<file path="src/hdl/lfcr_pkg.sv">
// Shared types, status codes and CRC-16/MODBUS byte update for the frame receiver.
package lfcr_pkg;

  localparam logic [15:0] CRC_INIT = 16'hFFFF;
  localparam logic [15:0] CRC_POLY = 16'hA001;
  localparam logic [7:0]  MIN_LEN  = 8'd4;

  typedef enum logic [2:0] {
    ST_DATA    = 3'd0,
    ST_OK      = 3'd1,
    ST_CRC_ERR = 3'd2,
    ST_EXCEPT  = 3'd3,
    ST_SHORT   = 3'd4,
    ST_BAD_LEN = 3'd5
  } status_t;

  typedef struct packed {
    logic       emit;
    logic [7:0] out_byte;
    logic [7:0] byte_index;
    logic       is_last;
    status_t    status;
  } result_t;

  function automatic logic [15:0] crc_byte(input logic [15:0] crc, input logic [7:0] b);
    logic [15:0] c;
    c = crc ^ {8'h00, b};
    for (int k = 0; k < 8; k++) begin
      if (c[0]) c = (c >> 1) ^ CRC_POLY;
      else      c = c >> 1;
    end
    return c;
  endfunction

endpackage

</file>
<file path="src/hdl/lfcr_frame.sv">
// Frame state and per-byte decode: address hunt, length, exception and CRC check.
module lfcr_frame
  import lfcr_pkg::*;
(
  input  logic        clk,
  input  logic        rst_n,
  input  logic        step_en,
  input  logic [7:0]  rx_byte,
  input  logic        line_gap,
  input  logic [7:0]  station_addr,
  output result_t     res
);

  typedef enum logic [1:0] {
    PH_HUNT   = 2'd0,
    PH_LENGTH = 2'd1,
    PH_BODY   = 2'd2
  } phase_t;

  phase_t      phase_r, phase_nxt;
  logic [7:0]  count_r, count_nxt;
  logic [7:0]  len_r, len_nxt;
  logic [15:0] crc_r, crc_nxt;
  logic [7:0]  trail_r, trail_nxt;
  logic        exc_r, exc_nxt;
  logic        go_hunt;
  logic [8:0]  idx_p1;

  always_comb begin
    phase_nxt = phase_r;
    count_nxt = count_r;
    len_nxt   = len_r;
    crc_nxt   = crc_r;
    trail_nxt = trail_r;
    exc_nxt   = exc_r;
    go_hunt   = 1'b0;
    res       = '0;
    idx_p1    = {1'b0, count_r} + 9'd1;

    if (line_gap) begin
      if (phase_r == PH_LENGTH || phase_r == PH_BODY) begin
        res     = '{1'b1, 8'h00, count_r, 1'b1, ST_SHORT};
        go_hunt = 1'b1;
      end
    end else begin
      unique case (phase_r)
        PH_LENGTH: begin
          if (rx_byte < MIN_LEN) begin
            res     = '{1'b1, rx_byte, 8'd1, 1'b1, ST_BAD_LEN};
            go_hunt = 1'b1;
          end else begin
            len_nxt   = rx_byte;
            crc_nxt   = crc_byte(crc_r, rx_byte);
            count_nxt = 8'd2;
            phase_nxt = PH_BODY;
            res       = '{1'b1, rx_byte, 8'd1, 1'b0, ST_DATA};
          end
        end
        PH_BODY: begin
          if (exc_r) begin
            res     = '{1'b1, rx_byte, count_r, 1'b1, ST_EXCEPT};
            go_hunt = 1'b1;
          end else if (count_r == 8'd2 && rx_byte[7]) begin
            exc_nxt   = 1'b1;
            count_nxt = idx_p1[7:0];
            res       = '{1'b1, rx_byte, count_r, 1'b0, ST_DATA};
          end else if (idx_p1 >= {1'b0, len_r}) begin
            res     = '{1'b1, rx_byte, count_r, 1'b1,
                        ({rx_byte, trail_r} == crc_r) ? ST_OK : ST_CRC_ERR};
            go_hunt = 1'b1;
          end else begin
            if (idx_p1 + 9'd1 == {1'b0, len_r}) trail_nxt = rx_byte;
            else                                crc_nxt   = crc_byte(crc_r, rx_byte);
            count_nxt = idx_p1[7:0];
            res       = '{1'b1, rx_byte, count_r, 1'b0, ST_DATA};
          end
        end
        default: begin
          // hunting, and any unused phase code
          if (rx_byte == station_addr) begin
            exc_nxt   = 1'b0;
            len_nxt   = 8'd0;
            trail_nxt = 8'd0;
            crc_nxt   = crc_byte(CRC_INIT, rx_byte);
            count_nxt = 8'd1;
            phase_nxt = PH_LENGTH;
            res       = '{1'b1, rx_byte, 8'd0, 1'b0, ST_DATA};
          end else begin
            go_hunt = 1'b1;
          end
        end
      endcase
    end

    if (go_hunt) begin
      phase_nxt = PH_HUNT;
      count_nxt = 8'd0;
      len_nxt   = 8'd0;
      crc_nxt   = CRC_INIT;
      trail_nxt = 8'd0;
      exc_nxt   = 1'b0;
    end
  end

  always_ff @(posedge clk) begin
    if (!rst_n) begin
      phase_r <= PH_HUNT;
      count_r <= 8'd0;
      len_r   <= 8'd0;
      crc_r   <= CRC_INIT;
      trail_r <= 8'd0;
      exc_r   <= 1'b0;
    end else if (step_en) begin
      phase_r <= phase_nxt;
      count_r <= count_nxt;
      len_r   <= len_nxt;
      crc_r   <= crc_nxt;
      trail_r <= trail_nxt;
      exc_r   <= exc_nxt;
    end
  end

endmodule

</file>
<file path="src/hdl/length_framed_crc16_receiver.sv">
// Top level of the length-framed CRC-16/MODBUS frame receiver.
//
//   channel | dir | tdata                         | tuser      | tlast
//   in_     | in  | [7:0] rx_byte                 | line_gap   | -
//   out_    | out | [7:0] out_byte, [15:8] index  | [2:0] status | is_last
//   cfg_    | in  | [7:0] station_address (write enable, no read-back)
//
// One input transfer per cycle sustained while the result side is not stalled; each
// transfer passes the input register, then decode/CRC into the result register.
// Synchronous active-low reset; station address resets to 1.
// A stalled result register stalls the input stage; nothing is lost.
module length_framed_crc16_receiver
  import lfcr_pkg::*;
(
  input  logic        clk,
  input  logic        rst_n,
  input  logic        in_tvalid,
  output logic        in_tready,
  input  logic [7:0]  in_tdata,   // [7:0] rx_byte
  input  logic        in_tuser,   // [0] line_gap
  output logic        out_tvalid,
  input  logic        out_tready,
  output logic [15:0] out_tdata,  // [7:0] out_byte, [15:8] byte_index
  output logic        out_tlast,  // is_last
  output logic [2:0]  out_tuser,  // [2:0] status
  input  logic        cfg_wr_en,
  input  logic [7:0]  cfg_wr_data
);

  logic        s1_valid_r;
  logic [7:0]  s1_byte_r;
  logic        s1_gap_r;
  logic [7:0]  addr_r;
  logic        out_valid_r;
  logic [15:0] out_data_r;
  logic        out_last_r;
  logic [2:0]  out_status_r;
  logic        out_free;
  logic        step;
  result_t     res;

  assign out_free  = !out_valid_r || out_tready;
  assign step      = s1_valid_r && out_free;
  assign in_tready = !s1_valid_r || out_free;

  lfcr_frame u_frame (
    .clk          (clk),
    .rst_n        (rst_n),
    .step_en      (step),
    .rx_byte      (s1_byte_r),
    .line_gap     (s1_gap_r),
    .station_addr (addr_r),
    .res          (res)
  );

  always_ff @(posedge clk) begin
    if (!rst_n) begin
      addr_r      <= 8'd1;
      s1_valid_r  <= 1'b0;
      out_valid_r <= 1'b0;
    end else begin
      if (cfg_wr_en) addr_r <= cfg_wr_data;
      if (in_tready) s1_valid_r <= in_tvalid;
      if (out_free)  out_valid_r <= step && res.emit;
    end
  end

  always_ff @(posedge clk) begin
    if (in_tready && in_tvalid) begin
      s1_byte_r <= in_tdata;
      s1_gap_r  <= in_tuser;
    end
    if (step && res.emit) begin
      out_data_r   <= {res.byte_index, res.out_byte};
      out_last_r   <= res.is_last;
      out_status_r <= res.status;
    end
  end

  assign out_tvalid = out_valid_r;
  assign out_tdata  = out_data_r;
  assign out_tlast  = out_last_r;
  assign out_tuser  = out_status_r;

endmodule

</file>
<file path="config.mk">
export PLATFORM = sky130hd
export DESIGN_NAME = length_framed_crc16_receiver
export DESIGN_NICKNAME = d
export VERILOG_FILES = /design/src/hdl/lfcr_pkg.sv /design/src/hdl/lfcr_frame.sv /design/src/hdl/length_framed_crc16_receiver.sv
export SDC_FILE = /design/constraint.sdc
export NUM_CORES = 1
export LEC_CHECK = 0
export BUFFER_PORTS_ARGS = -buffer_cell sky130_fd_sc_hd__buf_2
export CAP_MARGIN = 40
export CORE_MARGIN = 2
export CORE_UTILIZATION = 30
export DETAILED_ROUTE_END_ITERATION = 12
export HOLD_SLACK_MARGIN = 0.1
export PLACE_DENSITY = 0.57
export SYNTH_ARGS = -nofsm -noshare
export SYNTH_HDL_FRONTEND = slang
export SYNTH_SLANG_ARGS = --single-unit
</file>
<file path="constraint.sdc">
create_clock -name clk -period 3.5 [get_ports clk]
set_input_delay 0.35 -clock clk [delete_from_list [all_inputs] [get_ports clk]]
set_output_delay 0.35 -clock clk [all_outputs]
set_load 0.01 [all_outputs]
</file>
==> results summary <==
The flow ran to the end, and the final reports show no timing, DRC or antenna violations. The synthesis-to-finish area growth is 18.3%. At the pin with the least slew margin, the transition time is 786 ps. In this run the horizontal extent of the chip is 135 um.

The endpoint required time on the critical path came out at approximately 3800 ps. The initial antenna violation count came to 0. The H-tree was split into 3 levels. Wires add up to ~13,000 um.

The post-synthesis net count is 576. The storage element area came out at 1930 um2. The worst setup path is of the reg2reg kind. TritonCTS built the clock tree. The detailed-route DRC error count is 0. The effective utilization at floorplan came out at 0.308. At the end of the flow, the number of nets in the layout was approximately 630.

At the end of the flow the core is filled with cells to 0.364. Buffers inserted to repair hold after CTS numbered 0. The aggregate global-route resource usage is 0.146. Across the run, the number of max-cap violations was 0. In this run the cell area measured after placement is 5700 um2. The sum of met3 wire segment lengths after detailed routing is between 700 and 800 um.

The I/O pin count is 44. The number of DRC violations after detailed-routing iteration 0 is 206. The post-detailed-route count of antenna-violating nets is 0. The number of global-route vias before repair came to between 3,000 and 4,000. Summed over all nets, wire length on met2 after detailed routing comes to between 5000 and 6000 um. The vias per cell came out at between 4 and 5. The relative max-transition margin is 0.476.

Yosys attributes the largest share of cell area to dfxtp_1, edfxtp_1, xnor2_1. The share of the synthesized area in the top cell type came out at 0.207. The path class of the tightest hold or removal check is in2reg. Across all layers, the routed design uses 3,995 vias. The number of hold violations in the final report is 0. The global-route wire length before repair came out at 20,700 um.

The number of pins exceeding their max-slew limit in the final report came to 0. The leading register cell type out of synthesis is dfxtp_1. Counting flops and latches in the post-synthesis netlist gives 82. The routed length on met1 is 6100 um. Entering global routing, the biggest net connects between 40 and 50 pins.

The largest voltage drop on the vdd net is 0.000216 V. The clock arrives with ~11 ps of skew. The post-route standard cell area excluding fillers is 6060 um2.

Routed signal wires occupy layers up through met4. Counting the fill cells in the layout gives 1,646. After synthesis, the mean cell area works out to 9.55 um2. The pre-CTS setup slack is 72.0 ps.

Clock tree synthesis selected as its root buffer the cell clkbuf_16. For the finished layout, the period the worst path requires is ~3300 ps. The areal power density over the cells came out at 367 nW/um2.

The clock latency of the later-clocked register in the worst-skew pair is 340 ps. The routed wire length per instance came out at between 15 and 20 um. The distinct cell type count of the synthesized netlist is between 70 and 80. In this run the vertical extent of the chip is 135 um. The total clock sinks is 82. The cell type contributing the most total cell area after synthesis is dfxtp_1. Static timing analysis puts the maximum clock frequency at 0.303 GHz. The share of cells above drive strength 1 is 0.201.

The portion of the post-synthesis area used by sequential elements came out at 0.377. The overall power consumption came out at 0.00222 W. Including well taps, the total number of placed cells is between 700 and 800. The number of warnings printed during yosys synthesis came out at 0. The global placer's final weighted congestion is 0.857.

The share of synthesized registers carrying an async set or reset is 0. In this run the worst path has a maximum fanout of 15. The total clock buffers created by CTS is 9. Excluding fillers, the count of instances in the completed layout stands at 812. The worst-case clock buffer depth is 2.

The region available for standard cell placement spans between 15,000 and 20,000 um2. The standard-cell row count came out at 47. The share of the cycle needed by the critical path after routing came out at 0.943. The cell count after synthesis came out at about 540. The worst setup path is captured at a register. In the final layout, the multi-input gates occupy about 3000 um2. After legalization and detailed placement, the total HPWL measured 9630 um. The clock transition time at the flip-flop clock pins of the worst setup and hold paths is 60 ps. For this design the static power due to leakage is 2.22 nW. The kind of launch point of the worst setup path is a register. The final critical-path setup slack is 199 ps. The total congestion overflow after global routing is 0. The critical path arrival is 3580 ps. The number of port buffers came out at 43. The die covers roughly 18,000 um2.

The setup-violating endpoint count in the final report came out at 0. The cell area that synthesis handed to floorplanning was 5120 um2. The antenna diode count is 0. Counting flops with a built-in enable in the synthesized netlist gives 29.

The first detailed-routing pass ran for 4 iterations.
[flip-flops by register name, summed over array words and instances, names as in the netlist, 2 cells and up]
register         count
out_tuser            3
out_tdata           16
u_frame.trail_r      8
addr_r               8
s1_byte_r            8
u_frame.len_r        8
u_frame.crc_r       16
u_frame.phase_r      2
u_frame.count_r      8
[cells by family after synthesis]
group | after synthesis | synth area share
XOR/XNOR | 77 | 0.143
buffers and inverters | 64 | 0.0552
AO/OA/AOI/OAI | 114 | 0.161
AND/OR/NAND/NOR | 170 | 0.197
flip-flops | 82 | 0.377
adder cells (fa/ha/maj) | 18 | 0.0440
multiplexers | 11 | 0.0215
[per-stage QoR]
stage,TNS [ps],hold WS (ps)
2_1_floorplan,0,449
3_3_place_gp,0,474
5_1_grt,-5.65,171
4_1_cts,0,169
3_5_place_dp,0,493
6_report,0,181
[layout by cell type (no fill, tap or decap), types with 8 or more instances in the layout]
master     instances
buf_4             34
and2_1            17
nand2b_1           9
nor2b_1           20
clkbuf_16         10
o221a_1            8
dfxtp_1           53
mux2i_1           11
a22oi_1            8
o21ai_0           16
xnor2_1           37
a21oi_1           19
buf_2             43
xor2_1            35
nor3b_1           11
nand2_1           23
nor2_1            35
inv_1             24
ha_1              17
edfxtp_1          29
o21ai_1            8
[layer usage]
layer / up-vias / GRT usage
li1: 1985 / -
met1: 1882 / 0.200
met2: 108 / 0.228
met3: 20 / 0.0315
met4: 0 / 0.0491
met5: - / 0
[final timing paths]
path                                    startpoint  cells past startpoint            endpoint  slack (ps)
worst max-delay path            u_frame.count_r[0]                     15  u_frame.count_r[2]         200
worst min register to register  u_frame.phase_r[0]                      2  u_frame.phase_r[0]         500
worst min-delay path                   in_tdata[6]                      1        s1_byte_r[6]         180
worst max register to register  u_frame.count_r[0]                     15  u_frame.count_r[2]         200
[timing repair]
item / CTS / global route
resized for setup: 0 / 13
setup buffers: 0 / 2
endpoints found under the setup margin: 0 / 41
[layout make-up]
cell class,instances,share of cell area
inverter,24,0.0149
timing repair buffer,80,0.0847
tap,220,0.0455
clock buffer,12,0.0426
multi-input combinational,390,0.488
sequential,82,0.319
clock inverter,4,0.00496
[critical path, cell delays in order, from the launching register on]
cell,delay (ps)
dfxtp_1,390
buf_6,160
nand2_1,90
buf_4,160
nor2_1,110
xor2_1,220
ha_1,270
nand3_1,100
o22ai_1,90
a211o_1,350
a221oi_2,270
o31ai_1,90
buf_4,190
or2_0,250
or3b_1,370
a21boi_1,130
[where the power goes]
| part | internal, W | switching (W) | total (W) |
|---|---|---|---|
| registers | 0.00101 | 0.0000199 | 0.00103 |
| logic | 0.000123 | 0.000147 | 0.000270 |
| clock network | 0.000531 | 0.000394 | 0.000924 |
[Yosys cell counts (11+ instances only)]
cell and n:
xnor2_1 37, and2_1 17, dfxtp_1 53, nand2_1 23, a21oi_1 20, clkbuf_1 18
nor3b_1 11, o21ai_0 16, buf_2 19, ha_1 18, nor2b_1 20, edfxtp_1 29
xor2_1 36, mux2i_1 11, inv_1 24, nor2_1 36
(Power assumes the default switching activity.)
